==> src/rtl/cel_pkg.sv <==
// Shared types, constants and the ln(1+f) table for the cross-entropy mean unit.
package cel_pkg;

    // Fixed field widths
    localparam int PROB_W   = 17;
    localparam int MEAN_W   = 20;
    localparam int ROWS_W   = 11;
    localparam int SUM_W    = 30;
    localparam int LOSS_W   = 21;
    localparam int DIVD_W   = SUM_W + 1;
    localparam int LOG2_W   = 5;
    localparam int FRAC_W   = 16;
    localparam int SEG_W    = 4;
    localparam int STEP_W   = 12;
    localparam int TAB_W    = 16;
    localparam int DIFF_W   = 12;
    localparam int PROD_W   = DIFF_W + STEP_W;

    // Block constants
    localparam int MAX_ROWS       = 1024;
    localparam int PROB_FRAC_BITS = 16;
    localparam int COUNT_MAX      = 2047;
    localparam int ROW_CAP_I      = (MAX_ROWS < COUNT_MAX) ? MAX_ROWS : COUNT_MAX;
    localparam logic [ROWS_W-1:0] ROW_CAP    = ROWS_W'(ROW_CAP_I);
    localparam logic [TAB_W-1:0]  LN2_Q16    = 16'd45426;
    localparam logic [SUM_W-1:0]  SUM_MAX    = {SUM_W{1'b1}};
    localparam logic [MEAN_W-1:0] MEAN_MAX   = {MEAN_W{1'b1}};
    localparam logic [LOG2_W-1:0] FRAC_BITS5 = LOG2_W'(PROB_FRAC_BITS);
    localparam logic [24:0]       INTERP_RND = 25'd2048;

    // Controller to datapath
    typedef struct packed {
        logic accept;
        logic div_start;
        logic load_out;
    } t_cmd;

    // Datapath to controller
    typedef struct packed {
        logic pipe_empty;
        logic div_done;
        logic out_free;
    } t_status;

    // round(65536 * ln(1 + j/16)), j = 0..16
    function automatic logic [TAB_W-1:0] ln1p_tab(input logic [LOG2_W-1:0] idx);
        logic [TAB_W-1:0] v;
        case (idx)
            5'd0:    v = 16'd0;
            5'd1:    v = 16'd3973;
            5'd2:    v = 16'd7719;
            5'd3:    v = 16'd11262;
            5'd4:    v = 16'd14624;
            5'd5:    v = 16'd17821;
            5'd6:    v = 16'd20870;
            5'd7:    v = 16'd23783;
            5'd8:    v = 16'd26573;
            5'd9:    v = 16'd29248;
            5'd10:   v = 16'd31818;
            5'd11:   v = 16'd34292;
            5'd12:   v = 16'd36675;
            5'd13:   v = 16'd38975;
            5'd14:   v = 16'd41196;
            5'd15:   v = 16'd43345;
            5'd16:   v = 16'd45426;
            default: v = 16'd0;
        endcase
        return v;
    endfunction

    // Index of the highest set bit; zero for a zero word
    function automatic logic [LOG2_W-1:0] lead_one(input logic [PROB_W-1:0] x);
        logic [LOG2_W-1:0] m;
        m = '0;
        for (int b = 0; b < PROB_W; b++) begin
            if (x[b]) begin
                m = LOG2_W'(b);
            end
        end
        return m;
    endfunction

endpackage

==> src/rtl/cel_div.sv <==
// Restoring divider, one quotient bit per cycle, for the batch mean.
module cel_div (
    input  logic                          i_clk,
    input  logic                          i_rst_n,
    input  logic                          i_start,
    input  logic [cel_pkg::DIVD_W-1:0]    i_dividend,
    input  logic [cel_pkg::ROWS_W-1:0]    i_divisor,
    output logic                          o_done,
    output logic [cel_pkg::DIVD_W-1:0]    o_quotient
);

    localparam int CNT_W = $clog2(cel_pkg::DIVD_W + 1);

    logic                         r_busy, n_busy;
    logic                         r_done, n_done;
    logic [CNT_W-1:0]             r_cnt, n_cnt;
    logic [cel_pkg::ROWS_W-1:0]   r_rem, n_rem;
    logic [cel_pkg::ROWS_W-1:0]   r_dvs, n_dvs;
    logic [cel_pkg::DIVD_W-1:0]   r_q, n_q;
    logic [cel_pkg::ROWS_W:0]     shifted;
    logic [cel_pkg::ROWS_W:0]     trial;
    logic                         fits;

    assign shifted = {r_rem, r_q[cel_pkg::DIVD_W-1]};
    assign trial   = shifted - {1'b0, r_dvs};
    assign fits    = (shifted >= {1'b0, r_dvs});

    always_comb begin
        n_busy = r_busy;
        n_done = r_done;
        n_cnt  = r_cnt;
        n_rem  = r_rem;
        n_dvs  = r_dvs;
        n_q    = r_q;
        if (i_start) begin
            n_busy = 1'b1;
            n_done = 1'b0;
            n_cnt  = CNT_W'(cel_pkg::DIVD_W);
            n_rem  = '0;
            n_dvs  = i_divisor;
            n_q    = i_dividend;
        end else if (r_busy) begin
            n_rem = fits ? cel_pkg::ROWS_W'(trial) : cel_pkg::ROWS_W'(shifted);
            n_q   = {r_q[cel_pkg::DIVD_W-2:0], fits};
            n_cnt = r_cnt - CNT_W'(1);
            if (r_cnt == CNT_W'(1)) begin
                n_busy = 1'b0;
                n_done = 1'b1;
            end
        end
    end

    always_ff @(posedge i_clk) begin
        if (!i_rst_n) begin
            r_busy <= 1'b0;
            r_done <= 1'b0;
            r_cnt  <= '0;
        end else begin
            r_busy <= n_busy;
            r_done <= n_done;
            r_cnt  <= n_cnt;
        end
        r_rem <= n_rem;
        r_dvs <= n_dvs;
        r_q   <= n_q;
    end

    assign o_done     = r_done;
    assign o_quotient = r_q;

endmodule

==> src/rtl/cel_dp.sv <==
// Datapath: log pipeline, loss accumulator, row counter, divider and output register.
module cel_dp (
    input  logic                          i_clk,
    input  logic                          i_rst_n,
    input  cel_pkg::t_cmd                 i_cmd,
    output cel_pkg::t_status              o_status,
    input  logic [cel_pkg::PROB_W-1:0]    i_prob,
    input  logic                          i_is_target,
    input  logic                          i_row_end,
    input  logic                          i_batch_end,
    input  logic                          i_out_stall,
    output logic                          o_out_valid,
    output logic [cel_pkg::MEAN_W-1:0]    o_mean_loss,
    output logic [cel_pkg::ROWS_W-1:0]    o_rows_seen
);

    // Row bookkeeping
    logic                          r_found;
    logic [cel_pkg::ROWS_W-1:0]    r_rows;
    logic [cel_pkg::SUM_W-1:0]     r_sum;
    logic                          take;
    logic                          ends_row;

    // Pipeline stages
    logic                          r1_v, r2_v, r3_v, r4_v;
    logic [cel_pkg::PROB_W-1:0]    r1_x;
    logic                          r2_ge1, r3_ge1;
    logic [cel_pkg::LOG2_W-1:0]    r2_e;
    logic [cel_pkg::FRAC_W-1:0]    r2_fr;
    logic [cel_pkg::LOSS_W-1:0]    r3_base;
    logic [cel_pkg::TAB_W-1:0]     r3_tab;
    logic [cel_pkg::PROD_W-1:0]    r3_prod;
    logic [cel_pkg::LOSS_W-1:0]    r4_loss;

    logic [cel_pkg::LOG2_W-1:0]    m1;
    logic [cel_pkg::LOG2_W-1:0]    seg;
    logic [cel_pkg::TAB_W-1:0]     tab_lo, tab_hi;
    logic [cel_pkg::DIFF_W-1:0]    diff;
    logic [cel_pkg::TAB_W:0]       ln1p;
    logic [cel_pkg::DIVD_W-1:0]    sum_next;

    // Divider and output
    logic                          div_done;
    logic [cel_pkg::DIVD_W-1:0]    quot;
    logic [cel_pkg::DIVD_W-1:0]    dividend;
    logic [cel_pkg::ROWS_W-1:0]    r_rows_snap;
    logic                          r_out_valid;
    logic [cel_pkg::MEAN_W-1:0]    r_mean;
    logic [cel_pkg::ROWS_W-1:0]    r_rows_out;

    assign ends_row = i_row_end | i_batch_end;
    assign take     = i_cmd.accept & i_is_target & ~r_found;

    // Stage 2: normalise
    assign m1 = cel_pkg::lead_one(r1_x);

    // Stage 3: table and interpolation product
    assign seg    = {1'b0, r2_fr[cel_pkg::FRAC_W-1 -: cel_pkg::SEG_W]};
    assign tab_lo = cel_pkg::ln1p_tab(seg);
    assign tab_hi = cel_pkg::ln1p_tab(seg + cel_pkg::LOG2_W'(1));
    assign diff   = cel_pkg::DIFF_W'(tab_hi - tab_lo);

    // Stage 4: combine
    assign ln1p = {1'b0, r3_tab}
                + (cel_pkg::TAB_W+1)'((25'(r3_prod) + cel_pkg::INTERP_RND) >> cel_pkg::STEP_W);

    assign sum_next = {1'b0, r_sum} + cel_pkg::DIVD_W'(r4_loss);
    assign dividend = {1'b0, r_sum} + cel_pkg::DIVD_W'(r_rows >> 1);

    always_ff @(posedge i_clk) begin
        if (!i_rst_n) begin
            r1_v        <= 1'b0;
            r2_v        <= 1'b0;
            r3_v        <= 1'b0;
            r4_v        <= 1'b0;
            r_found     <= 1'b0;
            r_rows      <= '0;
            r_sum       <= '0;
            r_out_valid <= 1'b0;
        end else begin
            r1_v <= take;
            r2_v <= r1_v;
            r3_v <= r2_v;
            r4_v <= r3_v;

            if (i_cmd.accept) begin
                if (ends_row) begin
                    r_found <= 1'b0;
                end else if (i_is_target) begin
                    r_found <= 1'b1;
                end
                if (ends_row && r_rows < cel_pkg::ROW_CAP) begin
                    r_rows <= r_rows + cel_pkg::ROWS_W'(1);
                end
            end

            if (i_cmd.div_start) begin
                r_rows <= '0;
                r_sum  <= '0;
            end else if (r4_v) begin
                r_sum <= sum_next[cel_pkg::SUM_W] ? cel_pkg::SUM_MAX
                                                  : sum_next[cel_pkg::SUM_W-1:0];
            end

            if (i_cmd.load_out) begin
                r_out_valid <= 1'b1;
            end else if (!i_out_stall) begin
                r_out_valid <= 1'b0;
            end
        end

        // Payload stages
        r1_x <= (i_prob == '0) ? cel_pkg::PROB_W'(1) : i_prob;

        r2_ge1 <= (r1_x >> cel_pkg::PROB_FRAC_BITS) != '0;
        r2_e   <= cel_pkg::FRAC_BITS5 - m1;
        r2_fr  <= cel_pkg::FRAC_W'(r1_x << (cel_pkg::LOG2_W'(cel_pkg::FRAC_W) - m1));

        r3_ge1  <= r2_ge1;
        r3_base <= cel_pkg::LOSS_W'(r2_e) * cel_pkg::LOSS_W'(cel_pkg::LN2_Q16);
        r3_tab  <= tab_lo;
        r3_prod <= diff * r2_fr[cel_pkg::STEP_W-1:0];

        r4_loss <= r3_ge1 ? '0 : r3_base - cel_pkg::LOSS_W'(ln1p);

        if (i_cmd.div_start) begin
            r_rows_snap <= r_rows;
        end
        if (i_cmd.load_out) begin
            r_mean     <= (quot[cel_pkg::DIVD_W-1:cel_pkg::MEAN_W] != '0)
                          ? cel_pkg::MEAN_MAX : quot[cel_pkg::MEAN_W-1:0];
            r_rows_out <= r_rows_snap;
        end
    end

    cel_div u_div (
        .i_clk      (i_clk),
        .i_rst_n    (i_rst_n),
        .i_start    (i_cmd.div_start),
        .i_dividend (dividend),
        .i_divisor  (r_rows),
        .o_done     (div_done),
        .o_quotient (quot)
    );

    assign o_status.pipe_empty = ~(r1_v | r2_v | r3_v | r4_v);
    assign o_status.div_done   = div_done;
    assign o_status.out_free   = ~r_out_valid | ~i_out_stall;

    assign o_out_valid = r_out_valid;
    assign o_mean_loss = r_mean;
    assign o_rows_seen = r_rows_out;

endmodule

==> src/rtl/cel_ctrl.sv <==
// Controller: input flow, drain after a batch end, divide and result hand-off.
module cel_ctrl (
    input  logic               i_clk,
    input  logic               i_rst_n,
    input  logic               i_in_valid,
    input  logic               i_batch_end,
    input  cel_pkg::t_status   i_status,
    output cel_pkg::t_cmd      o_cmd,
    output logic               o_in_stall
);

    localparam logic [1:0] S_RUN   = 2'd0;
    localparam logic [1:0] S_DRAIN = 2'd1;
    localparam logic [1:0] S_DIV   = 2'd2;

    logic [1:0] r_state, n_state;

    always_comb begin
        n_state          = r_state;
        o_cmd.accept     = 1'b0;
        o_cmd.div_start  = 1'b0;
        o_cmd.load_out   = 1'b0;
        case (r_state)
            S_RUN: begin
                o_cmd.accept = i_in_valid;
                if (i_in_valid && i_batch_end) begin
                    n_state = S_DRAIN;
                end
            end
            S_DRAIN: begin
                // wait until every queued loss has reached the sum
                if (i_status.pipe_empty) begin
                    o_cmd.div_start = 1'b1;
                    n_state         = S_DIV;
                end
            end
            S_DIV: begin
                if (i_status.div_done && i_status.out_free) begin
                    o_cmd.load_out = 1'b1;
                    n_state        = S_RUN;
                end
            end
            default: begin
                n_state = S_RUN;
            end
        endcase
    end

    always_ff @(posedge i_clk) begin
        if (!i_rst_n) begin
            r_state <= S_RUN;
        end else begin
            r_state <= n_state;
        end
    end

    assign o_in_stall = (r_state != S_RUN);

endmodule

==> src/rtl/cross_entropy_loss_mean_unit.sv <==
// Top level of the batch mean cross-entropy loss unit.
// Throughput: one probability word per cycle within a batch.
// After a batch-end word the input stalls while the four-stage log pipeline drains into
// the sum, the one-bit-per-cycle divider runs and the result is loaded into the result
// register once the output side is free.
// Reset (synchronous, active low) clears the sum, row count, target flag and valid bits.
module cross_entropy_loss_mean_unit (
    input  logic                          i_clk,
    input  logic                          i_rst_n,
    // probability word stream
    input  logic                          i_in_valid,
    output logic                          o_in_stall,
    input  logic [cel_pkg::PROB_W-1:0]    i_prob,
    input  logic                          i_is_target,
    input  logic                          i_row_end,
    input  logic                          i_batch_end,
    // batch result word
    output logic                          o_out_valid,
    input  logic                          i_out_stall,
    output logic [cel_pkg::MEAN_W-1:0]    o_mean_loss,
    output logic [cel_pkg::ROWS_W-1:0]    o_rows_seen
);

    cel_pkg::t_cmd    cmd;
    cel_pkg::t_status status;

    // Sequencing: accept words, drain, divide, hand the result to the output register.
    // A finished result may wait in the output register while the next batch streams in.
    cel_ctrl u_ctrl (
        .i_clk       (i_clk),
        .i_rst_n     (i_rst_n),
        .i_in_valid  (i_in_valid),
        .i_batch_end (i_batch_end),
        .i_status    (status),
        .o_cmd       (cmd),
        .o_in_stall  (o_in_stall)
    );

    // Log pipeline, saturating sum, row counter, divider and result register.
    cel_dp u_dp (
        .i_clk       (i_clk),
        .i_rst_n     (i_rst_n),
        .i_cmd       (cmd),
        .o_status    (status),
        .i_prob      (i_prob),
        .i_is_target (i_is_target),
        .i_row_end   (i_row_end),
        .i_batch_end (i_batch_end),
        .i_out_stall (i_out_stall),
        .o_out_valid (o_out_valid),
        .o_mean_loss (o_mean_loss),
        .o_rows_seen (o_rows_seen)
    );

endmodule

==> config.mk <==
export PLATFORM = sky130hd
export DESIGN_NAME = cross_entropy_loss_mean_unit
export DESIGN_NICKNAME = d
export VERILOG_FILES = /design/src/rtl/cel_pkg.sv /design/src/rtl/cel_div.sv /design/src/rtl/cel_dp.sv /design/src/rtl/cel_ctrl.sv /design/src/rtl/cross_entropy_loss_mean_unit.sv
export SDC_FILE = /design/constraint.sdc
export NUM_CORES = 1
export LEC_CHECK = 0
export BUFFER_PORTS_ARGS = -buffer_cell sky130_fd_sc_hd__buf_2
export CORE_AREA = 5 5 231 188
export CTS_CLUSTER_SIZE = 8
export DETAILED_ROUTE_END_ITERATION = 10
export DIE_AREA = 0 0 236 193
export HOLD_SLACK_MARGIN = 0.12
export PLACE_DENSITY = 0.66
export SYNTH_ARGS = -nofsm -noshare
export SYNTH_HDL_FRONTEND = slang
export SYNTH_SLANG_ARGS = --single-unit
==> constraint.sdc <==
create_clock -name i_clk -period 9.72 [get_ports i_clk]
set_input_delay 0.486 -clock i_clk [delete_from_list [all_inputs] [get_ports i_clk]]
set_output_delay 0.486 -clock i_clk [all_outputs]
set_load 0.02 [all_outputs]
==> summary.md, run 1 <==
| Metric | Value |
|---|---|
| Status | `completed` |
| CP endpoint kind | `register` |
| Highest clock rate | `109 MHz` |
| Crit Path Max Fanout | `12` |
| # IOs | `57` |
| Largest cells by area after synthesis | `dfxtp_1 19%, fa_1 12%, ha_1 12%, edfxtp_1 11%, inv_1 4.9%` |
| Crit path max-delay family | `adder cells` |
| Clk sinks | `266` |
| Synthesized net count | `about 2600` |
| Final hold viol count | `0` |
| Clock Pin Slew Worst Setup and Hold Paths | `50 ps` |
| Critical path buffers and inverters | `5` |
| Crit Reg-Reg Startpoint | `u_dp.r2_fr[12]` |
| Cts bufs inserted | `39` |
| Period Utilization, post-route | `0.941` |
| Worst r2r path cells | `35` |
| Post-synthesis cell type count | `between 90 and 100` |
| Initial Utilization | `0.491` |
| Worst EP required | `approximately 10000 ps` |
| Area fraction of the dominant cell type after synthesis | `0.191` |
| Hold_ws | `140 ps` |
| Worst Path Arrival | `9560 ps` |
| Max-cap violations | `0` |
| HP Start | `i_prob[0]` |
| Drt wl/cell | `16.0 um` |
| Post-synth ARST share | `0` |
| Netlist Area Pre-Place | `20200 um^2` |
| PortBufs | `56` |
| Drt pass-1 iters | `5` |
| Overflow after GRT | `0` |
| P&R area growth vs syn | `9.97%` |
| Root Driver | `clkbuf_16` |
| Reg2Reg Setup Slack | `around 570 ps` |
| Max clock buf depth | `3` |
| First DRT Iteration DRCs | `between 900 and 1000` |
| Initial antenna violation count | `0` |
| Post-synth top area cell | `dfxtp_1` |
| DRC viols | `0` |
| Worst Hold Class | `in2reg` |
| Synth Area in Compound Gates | `0.150` |
| Nets | `~2600` |
| Post-Syn Area per Cell | `8.95 um^2` |
| Multiplexer share of the synthesized area | `0.0157` |
| Largest family of logic cells by synthesized area | `adder cells` |
| Layout cell share with drive strength beyond 1 | `0.0798` |
| Synth Area in XOR/XNOR | `0.0520` |
| EDFF count, synth | `73` |
| DIE HEIGHT | `193 um` |
| Critical path depth in cells | `35` |
| Final Setup Violations | `0` |
| Post-route insts no fill | `2859` |
| Via count | `between 15000 and 20000` |
| Pin count of the biggest net entering global routing | `~70` |
| Measured slew at the worst slew-check pin | `between 1000 and 1500 ps` |
| Row Count | `67` |
| Antenna viol nets, final | `0` |
| Mean number of vias per cell | `roughly 5.4` |
| HPWL after DPL | `around 35000 um` |
| Crit start category | `register` |
| Worst-case hold path end point | `u_dp.r1_x[0]` |
| Placed cell count | `around 2800` |
| Setup Fix Bufs, Post-CTS | `0` |
| Mapped Cells | `between 2000 and 2500` |
| FF+latch count, synth | `between 200 and 300` |
| Fin crit period | `9150 ps` |
| H-tree levels | `2` |
| Core area | `41200 um^2` |
| Hold Path Depth | `3` |
| Ant. Diodes | `0` |
| CTS tree | `built` |
| Worst r2r dst | `u_dp.r3_prod[22]` |
| Register area share after synthesis | `0.299` |
| Slowest cell on crit path | `fa_1` |
| Vias in the first global route | `between 15000 and 20000` |
| Worst-Skew Late Latency | `~540 ps` |
| GRT Overall Usage | `0.199` |
| Total Wirelength | `between 40000 and 50000 um` |
| Yosys synthesis warning count | `0` |
| Die Footprint | `45500 um^2` |
| Max Transition Viols Final | `0` |
| Die X | `between 200 and 250 um` |
| Max incr delay on CP | `between 500 and 600 ps` |
| CP Class | `reg2reg` |
| Global placer's final weighted congestion | `0.867` |
| Worst clock skew | `18.1 ps` |
| Post-Synth Simple-Gate Area | `0.176` |
| First-pass GRT wire length | `about 76000 um` |
| Post-synthesis adder-cell area fraction | `0.237` |
| Slew headroom | `0.203` |
| Cell mode on critical path | `fa_1` |
| Commonest register cell after synthesis | `dfxtp_1` |
metal layers:
layer | track usage | vias to the layer above | wire [um]
met4 | 0.0393 | 0 | 654
met2 | 0.328 | 321 | 20900
met5 | 0 | - | 0
met3 | 0.0274 | 54 | 1880
li1 | - | 7765 | -
met1 | 0.286 | 7397 | 22400
logic make-up after synthesis:
group | Yosys count
AO/OA/AOI/OAI | 463
AND/OR/NAND/NOR | 702
adder cells (fa/ha/maj) | 309
multiplexers | 27
flip-flops | 266
XOR/XNOR | 120
buffers and inverters | 374
cells in the mapped netlist (7+ instances only):
master,instances
o211ai_1,22
nand4_1,7
nor4b_1,26
clkbuf_1,95
mux2i_1,19
o2111ai_1,7
a211oi_1,19
xnor2_1,65
and2_1,64
inv_1,264
nand2_1,196
nor2b_1,36
ha_1,186
and3_1,28
nor2_1,141
o31ai_1,12
o21a_1,17
edfxtp_1,73
a21o_1,26
fa_1,123
a31oi_1,37
a21oi_1,93
nor4_1,13
o21ai_0,129
nor3_1,40
a21boi_0,23
or2_2,22
xor2_1,55
dfxtp_1,193
o21bai_1,13
nand2b_1,27
nand3_1,67
flip-flops by register name (all words and copies together), names as in the netlist, 13 cells and up:
register               flops
u_dp.r4_loss              21
u_dp.o_mean_loss          20
u_dp.r3_prod              13
u_dp.r3_tab               16
u_dp.r2_fr                16
u_dp.r_sum                30
u_dp.tab_lo               16
u_dp.r3_base              20
u_dp.r1_x                 17
u_dp.u_div.o_quotient     31
per-stage QoR:
stage / utilization / area (um^2) / worst slack [ps] / setup TNS, ps
global route: 0.540 / 22200 / -7.20 / -7.20
floorplan: - / 20200 / 1170 / 0
detailed placement: 0.509 / 21000 / 577 / 0
CTS: 0.540 / 22200 / 535 / 0
global placement: 0.509 / 21000 / 839 / 0
finish: 0.540 / 22200 / 573 / 0
repair_timing:
item / CTS / global route
resized for setup: 0 / 4
hold endpoints to repair: 16 / 0
endpoints found under the setup margin: 0 / 4
hold buffers: 16 / 0
cell type report:
type / count / area, um^2
well taps: 552 / 691
multi-input cells: 1621 / 12800
inverters: 270 / 1020
fillers: 3691 / 18900
clock inverters: 4 / 75.1
clock buffers: 54 / 1040
flip-flops and latches: 266 / 6060
repair buffers: 92 / 591
tightest hold or removal path, delay by kind of cell:
family / cells / cell delay [ps]
compound gates: 1 / 40
buf+inv: 2 / 100
worst max-delay path by stage:
stage,startpoint,endpoint,slack (ps)
CTS,u_dp.r2_fr[12],u_dp.r3_prod[22],540
global placement,u_dp.r2_fr[13],u_dp.r3_prod[22],840
floorplan,u_dp.r2_fr[13],u_dp.r3_prod[22],1170
finish,u_dp.r2_fr[12],u_dp.r3_prod[22],570
global route,u_dp.r2_fr[12],u_dp.r3_prod[22],-7
detailed placement,u_dp.r2_fr[12],u_dp.r3_prod[22],580
placed cells by master, fill, tap and decap left out, types with 19 or more instances in the layout:
cell       count
a211oi_1      19
a21boi_0      23
a21o_1        26
a21oi_1       93
a31oi_1       37
and2_1        64
and3_1        28
buf_2         56
buf_4         20
clkbuf_16     39
dfxtp_1      191
edfxtp_1      73
fa_1         123
ha_1         186
inv_1        264
mux2i_1       19
nand2_1      196
nand2b_1      26
nand3_1       67
nor2_1       141
nor2b_1       36
nor3_1        40
nor4b_1       26
o211ai_1      22
o21ai_0      129
or2_2         22
xnor2_1       65
xor2_1        54
Power of run 1 is not shown: default switching activity piles up to over one toggle a cycle in this logic, so the estimate is an artifact.
==> run 2: changes to the inputs <==
--- a/config.mk
+++ b/config.mk
@@ -6,12 +6,13 @@
 export NUM_CORES = 1
 export LEC_CHECK = 0
 export BUFFER_PORTS_ARGS = -buffer_cell sky130_fd_sc_hd__buf_2
-export CORE_AREA = 5 5 231 188
+export CORE_AREA = 2 2 228 185
 export CTS_CLUSTER_SIZE = 8
 export DETAILED_ROUTE_END_ITERATION = 10
-export DIE_AREA = 0 0 236 193
+export DIE_AREA = 0 0 230 187
 export HOLD_SLACK_MARGIN = 0.12
 export PLACE_DENSITY = 0.66
+export SLEW_MARGIN = 20
 export SYNTH_ARGS = -nofsm -noshare
 export SYNTH_HDL_FRONTEND = slang
 export SYNTH_SLANG_ARGS = --single-unit
==> summary.md, run 2 (synthesized netlist as in run 1, its figures left out) <==
| Metric | Value |
|---|---|
| Post-route insts no fill | `approximately 2900` |
| Most frequent cells in the layout | `263 x inv_1, 195 x nand2_1, 192 x dfxtp_1` |
| PortBufs | `56` |
| Worst-Skew Late Latency | `570 ps` |
| Setup_tns | `0 ps` |
| Area of the multi-input gates | `approximately 13000 um^2` |
| Final Setup Violations | `0` |
| Core area | `about 41000 um^2` |
| Slew headroom | `0.328` |
| CP Class | `reg2reg` |
| Measured slew at the worst slew-check pin | `1000 ps` |
| Nets | `~2600` |
| DIE HEIGHT | `187 um` |
| Initial Utilization | `0.492` |
| Clk sinks | `about 270` |
| DRC viols | `0` |
| Fin crit period | `about 9000 ps` |
| Via count | `between 15000 and 20000` |
| Mean number of vias per cell | `approximately 5.5` |
| First-pass GRT wire length | `slightly below 80000 um` |
| Total Wirelength | `about 47000 um` |
| Max-cap violations | `0` |
| Overflow after GRT | `0` |
| Root Driver | `clkbuf_16` |
| Row Count | `between 60 and 70` |
| Die X | `~230 um` |
| Max clock buf depth | `3` |
| # IOs | `57` |
| Global placer's final weighted congestion | `between 0.8 and 0.9` |
| Ant. Diodes | `0` |
| H-tree levels | `2` |
| Max Transition Viols Final | `0` |
| Vias in the first global route | `15500` |
| Max incr delay on CP | `approximately 550 ps` |
| Crit path max-delay family | `adder cells` |
| Clock Pin Slew Worst Setup and Hold Paths | `around 50 ps` |
| Crit Path Max Fanout | `21` |
| CTS tree | `built` |
| Final hold viol count | `0` |
| Status | `completed` |
| Slowest cell on crit path | `fa_1` |
| Antenna viol nets, final | `0` |
| Worst EP required | `around 10000 ps` |
| Period Utilization, post-route | `0.923` |
| Largest register FFs | `31` |
| Worst clock skew | `26.6 ps` |
| CP endpoint kind | `register` |
| Die Footprint | `~43000 um^2` |
| Reg area | `roughly 6000 um^2` |
| Drt pass-1 iters | `5` |
| Critical path buffers and inverters | `5` |
| Initial antenna violation count | `2` |
| Fin util | `0.542` |
| Filler Cells Inserted | `3759` |
| Setup Fix Bufs, Post-CTS | `0` |
| GRT Overall Usage | `0.220` |
| Pin count of the biggest net entering global routing | `just over 70` |
| Unrepaired setup endpoints after global routing | `no` |
| Worst Hold Class | `in2reg` |
| Worst Path Arrival | `around 9500 ps` |
| Cell mode on critical path | `fa_1` |
| Cts bufs inserted | `39` |
| Drt wl/cell | `between 15 and 20 um` |
| Placed cell count | `around 2800` |
| Layout cell share with drive strength beyond 1 | `0.0798` |
| Highest clock rate | `roughly 110 MHz` |
| Crit start category | `register` |
| First DRT Iteration DRCs | `1075` |
| HPWL after DPL | `around 36000 um` |
| P&R area growth vs syn | `10.1%` |
| Commonest non-fill, non-tap cell in the layout | `inv_1` |
[run 2: cell count changes in the layout (fill, tap and decap cells not counted), sizes merged]
cell and change:
buf -1, inv -2, dlygate4sd3 +1, clkinv +1, clkbuf +1
[run 2: routing by layer]
layer / vias to the layer above / GRT usage / share of wire
li1: 7777 / - / -
met1: 7402 / 0.312 / 0.48
met2: 369 / 0.349 / 0.45
met3: 66 / 0.0328 / 0.048
met4: 0 / 0.0598 / 0.019
met5: - / 0 / 0
[run 2: area by class of cell]
cell class              instances  area share
multi-input cells            1621       0.575
flip-flops and latches        266       0.272
clock buffers                  55      0.0475
inverters                     270      0.0457
well taps                     552      0.0310
repair buffers                 92      0.0266
clock inverters                 3     0.00247
[run 2: metrics by stage]
| step | hold slack [ps] | area [um^2] | setup slack (ps) |
|---|---|---|---|
| finish | 240 | 22300 | 747 |
| global route | 241 | 22300 | 1.15 |
| global placement | 313 | 20900 | 596 |
| floorplan | 310 | 20200 | 1170 |
| detailed placement | 316 | 20900 | 312 |
| CTS | 222 | 22200 | 255 |
[run 2: repair_timing]
action	CTS	global route
gates resized for setup	0	10
hold buffers	17	0
setup endpoints to repair	0	8
endpoints found under the hold margin	17	0
[run 2: path summary, 6_finish.rpt]
kind	startpoint	to	slack (ps)	depth (start not counted)
setup / recovery	u_dp.r2_fr[12]	u_dp.r3_prod[22]	750	34
hold / removal	i_is_target	u_dp.r1_v	240	3
hold reg to reg	u_dp.tab_lo[12]	u_dp.r3_tab[12]	320	0
setup reg to reg	u_dp.r2_fr[12]	u_dp.r3_prod[22]	750	34
[run 2: worst reg2reg max path, delay by kind of cell (launching register included)]
| kind | cells | cell delay [ps] |
|---|---|---|
| adder cells (fa/ha/maj) | 9 | 3850 |
| AO/OA/AOI/OAI | 17 | 3600 |
| flip-flops | 1 | 530 |
| buffers and inverters | 5 | 500 |
| AND/OR/NAND/NOR | 2 | 300 |
| XOR/XNOR | 1 | 130 |
Power of run 2 is left out for the same reason.
==> run 3: changes to the inputs <==
--- a/config.mk
+++ b/config.mk
@@ -6,12 +6,14 @@
 export NUM_CORES = 1
 export LEC_CHECK = 0
 export BUFFER_PORTS_ARGS = -buffer_cell sky130_fd_sc_hd__buf_2
+export CELL_PAD_IN_SITES_DETAIL_PLACEMENT = 1
+export CELL_PAD_IN_SITES_GLOBAL_PLACEMENT = 1
 export CORE_AREA = 2 2 228 185
 export CTS_CLUSTER_SIZE = 8
 export DETAILED_ROUTE_END_ITERATION = 10
 export DIE_AREA = 0 0 230 187
 export HOLD_SLACK_MARGIN = 0.12
-export PLACE_DENSITY = 0.66
+export PLACE_DENSITY_LB_ADDON = 0.1
 export SLEW_MARGIN = 20
 export SYNTH_ARGS = -nofsm -noshare
 export SYNTH_HDL_FRONTEND = slang
==> summary.md, run 3 (synthesized netlist as in run 1, its figures left out) <==
| Metric | Value |
|---|---|
| Status | `completed` |
| PortBufs | `56` |
| First-pass GRT wire length | `between 80000 and 90000 um` |
| Cts bufs inserted | `39` |
| Overflow after GRT | `0` |
| Max incr delay on CP | `between 500 and 600 ps` |
| Final Setup Violations | `0` |
| Highest clock rate | `between 100 and 150 MHz` |
| Antenna viol nets, final | `0` |
| Worst-Skew Late Latency | `roughly 560 ps` |
| Unrepaired setup endpoints after global routing | `no` |
| Period Utilization, post-route | `0.923` |
| Core area | `about 40000 um^2` |
| DP Worst Slack | `around 140 ps` |
| Slew headroom | `0.318` |
| Worst Path Arrival | `approximately 9500 ps` |
| Ant. Diodes | `0` |
| Fin crit period | `8980 ps` |
| Root Driver | `clkbuf_16` |
| HP Start | `i_is_target` |
| Vias in the first global route | `between 15000 and 20000` |
| Setup_tns | `0 ps` |
| Die X | `230 um` |
| DRC viols | `0` |
| Final hold viol count | `0` |
| Worst setup startpoint | `u_dp.r2_fr[13]` |
| CP Class | `reg2reg` |
| Commonest non-fill, non-tap cell in the layout | `inv_1` |
| Mean number of vias per cell | `about 5.6` |
| First DRT Iteration DRCs | `between 800 and 900` |
| Pin count of the biggest net entering global routing | `a little over 70` |
| Die Footprint | `43000 um^2` |
| P&R area growth vs syn | `10.1%` |
| CP endpoint kind | `register` |
| Global placer's final weighted congestion | `0.862` |
| Worst EP required | `around 10000 ps` |
| Final setup margin | `around 740 ps` |
| Clk sinks | `~270` |
| Drt pass-1 iters | `5` |
| Nets | `~2600` |
| Max clock buf depth | `3` |
| Max-cap violations | `0` |
| Most frequent cells in the layout | `263 x inv_1, 195 x nand2_1, 191 x dfxtp_1` |
| Max Transition Viols Final | `0` |
| Via count | `16100` |
| Slowest cell on crit path | `fa_1` |
| # IOs | `57` |
| Crit Reg-Reg Startpoint | `u_dp.r2_fr[13]` |
| DIE HEIGHT | `~190 um` |
| Cell mode on critical path | `fa_1` |
| Largest register FFs | `31` |
| Initial antenna violation count | `1` |
| Total Wirelength | `roughly 54000 um` |
| Initial Utilization | `0.492` |
| Drt wl/cell | `18.9 um` |
| Worst clock skew | `between 20 and 25 ps` |
| Hold Path Depth | `3` |
| Crit Path Max Fanout | `24` |
| CTS tree | `built` |
| Crit start category | `register` |
| GRT Overall Usage | `0.256` |
| H-tree levels | `2` |
| Hold_ws | `roughly 260 ps` |
| Worst r2r path cells | `34` |
| Layout cell share with drive strength beyond 1 | `0.0827` |
| HPWL after DPL | `41600 um` |
| Clock Pin Slew Worst Setup and Hold Paths | `~60 ps` |
| Worst Hold Class | `in2reg` |
| Measured slew at the worst slew-check pin | `just over 1000 ps` |
| Row Count | `67` |
run 3: layout make-up:
type | count | area, um^2
well taps | 552 | 691
fillers | 4770 | 18800
inverters | 270 | 1020
multi-input cells | 1621 | 12800
flip-flops and latches | 266 | 6060
clock inverters | 5 | 65.1
repair buffers | 96 | 623
clock buffers | 52 | 1020
run 3: stage by stage:
step	utilization	instances	cell area [um^2]
2_1_floorplan	-	2261	20200
3_3_place_gp	0.510	2787	21000
3_5_place_dp	0.510	2787	21000
4_1_cts	0.541	2861	22200
5_1_grt	0.542	2862	22300
6_report	0.542	2862	22300
run 3: path summary, 6_finish.rpt:
kind | end | slack (ps)
setup / recovery | u_dp.r3_prod[22] | 740
hold / removal | u_dp.r1_v | 260
hold reg to reg | u_dp.r3_tab[12] | 320
setup reg to reg | u_dp.r3_prod[22] | 740
run 3: critical path: cells and delay by family (launching register included):
kind | cells | cell delay, ps
AO/OA/AOI/OAI | 15 | 2990
XOR/XNOR | 1 | 130
adder cells (fa/ha/maj) | 9 | 3850
buffers and inverters | 5 | 580
flip-flops | 1 | 450
AND/OR/NAND/NOR | 4 | 870
run 3: routing by layer:
metal | track usage | wire length (um)
met1 | 0.357 | 26000
met2 | 0.426 | 25300
met3 | 0.0314 | 1720
met4 | 0.0541 | 884
met5 | 0 | 0
run 3: what timing repair did:
action | CTS | global route
buffers inserted | 0 | 1
resized for setup | 0 | 10
endpoints found under the setup margin | 0 | 6
hold endpoints to repair | 17 | 0
hold buffers | 17 | 0
Power of run 3 is left out for the same reason.
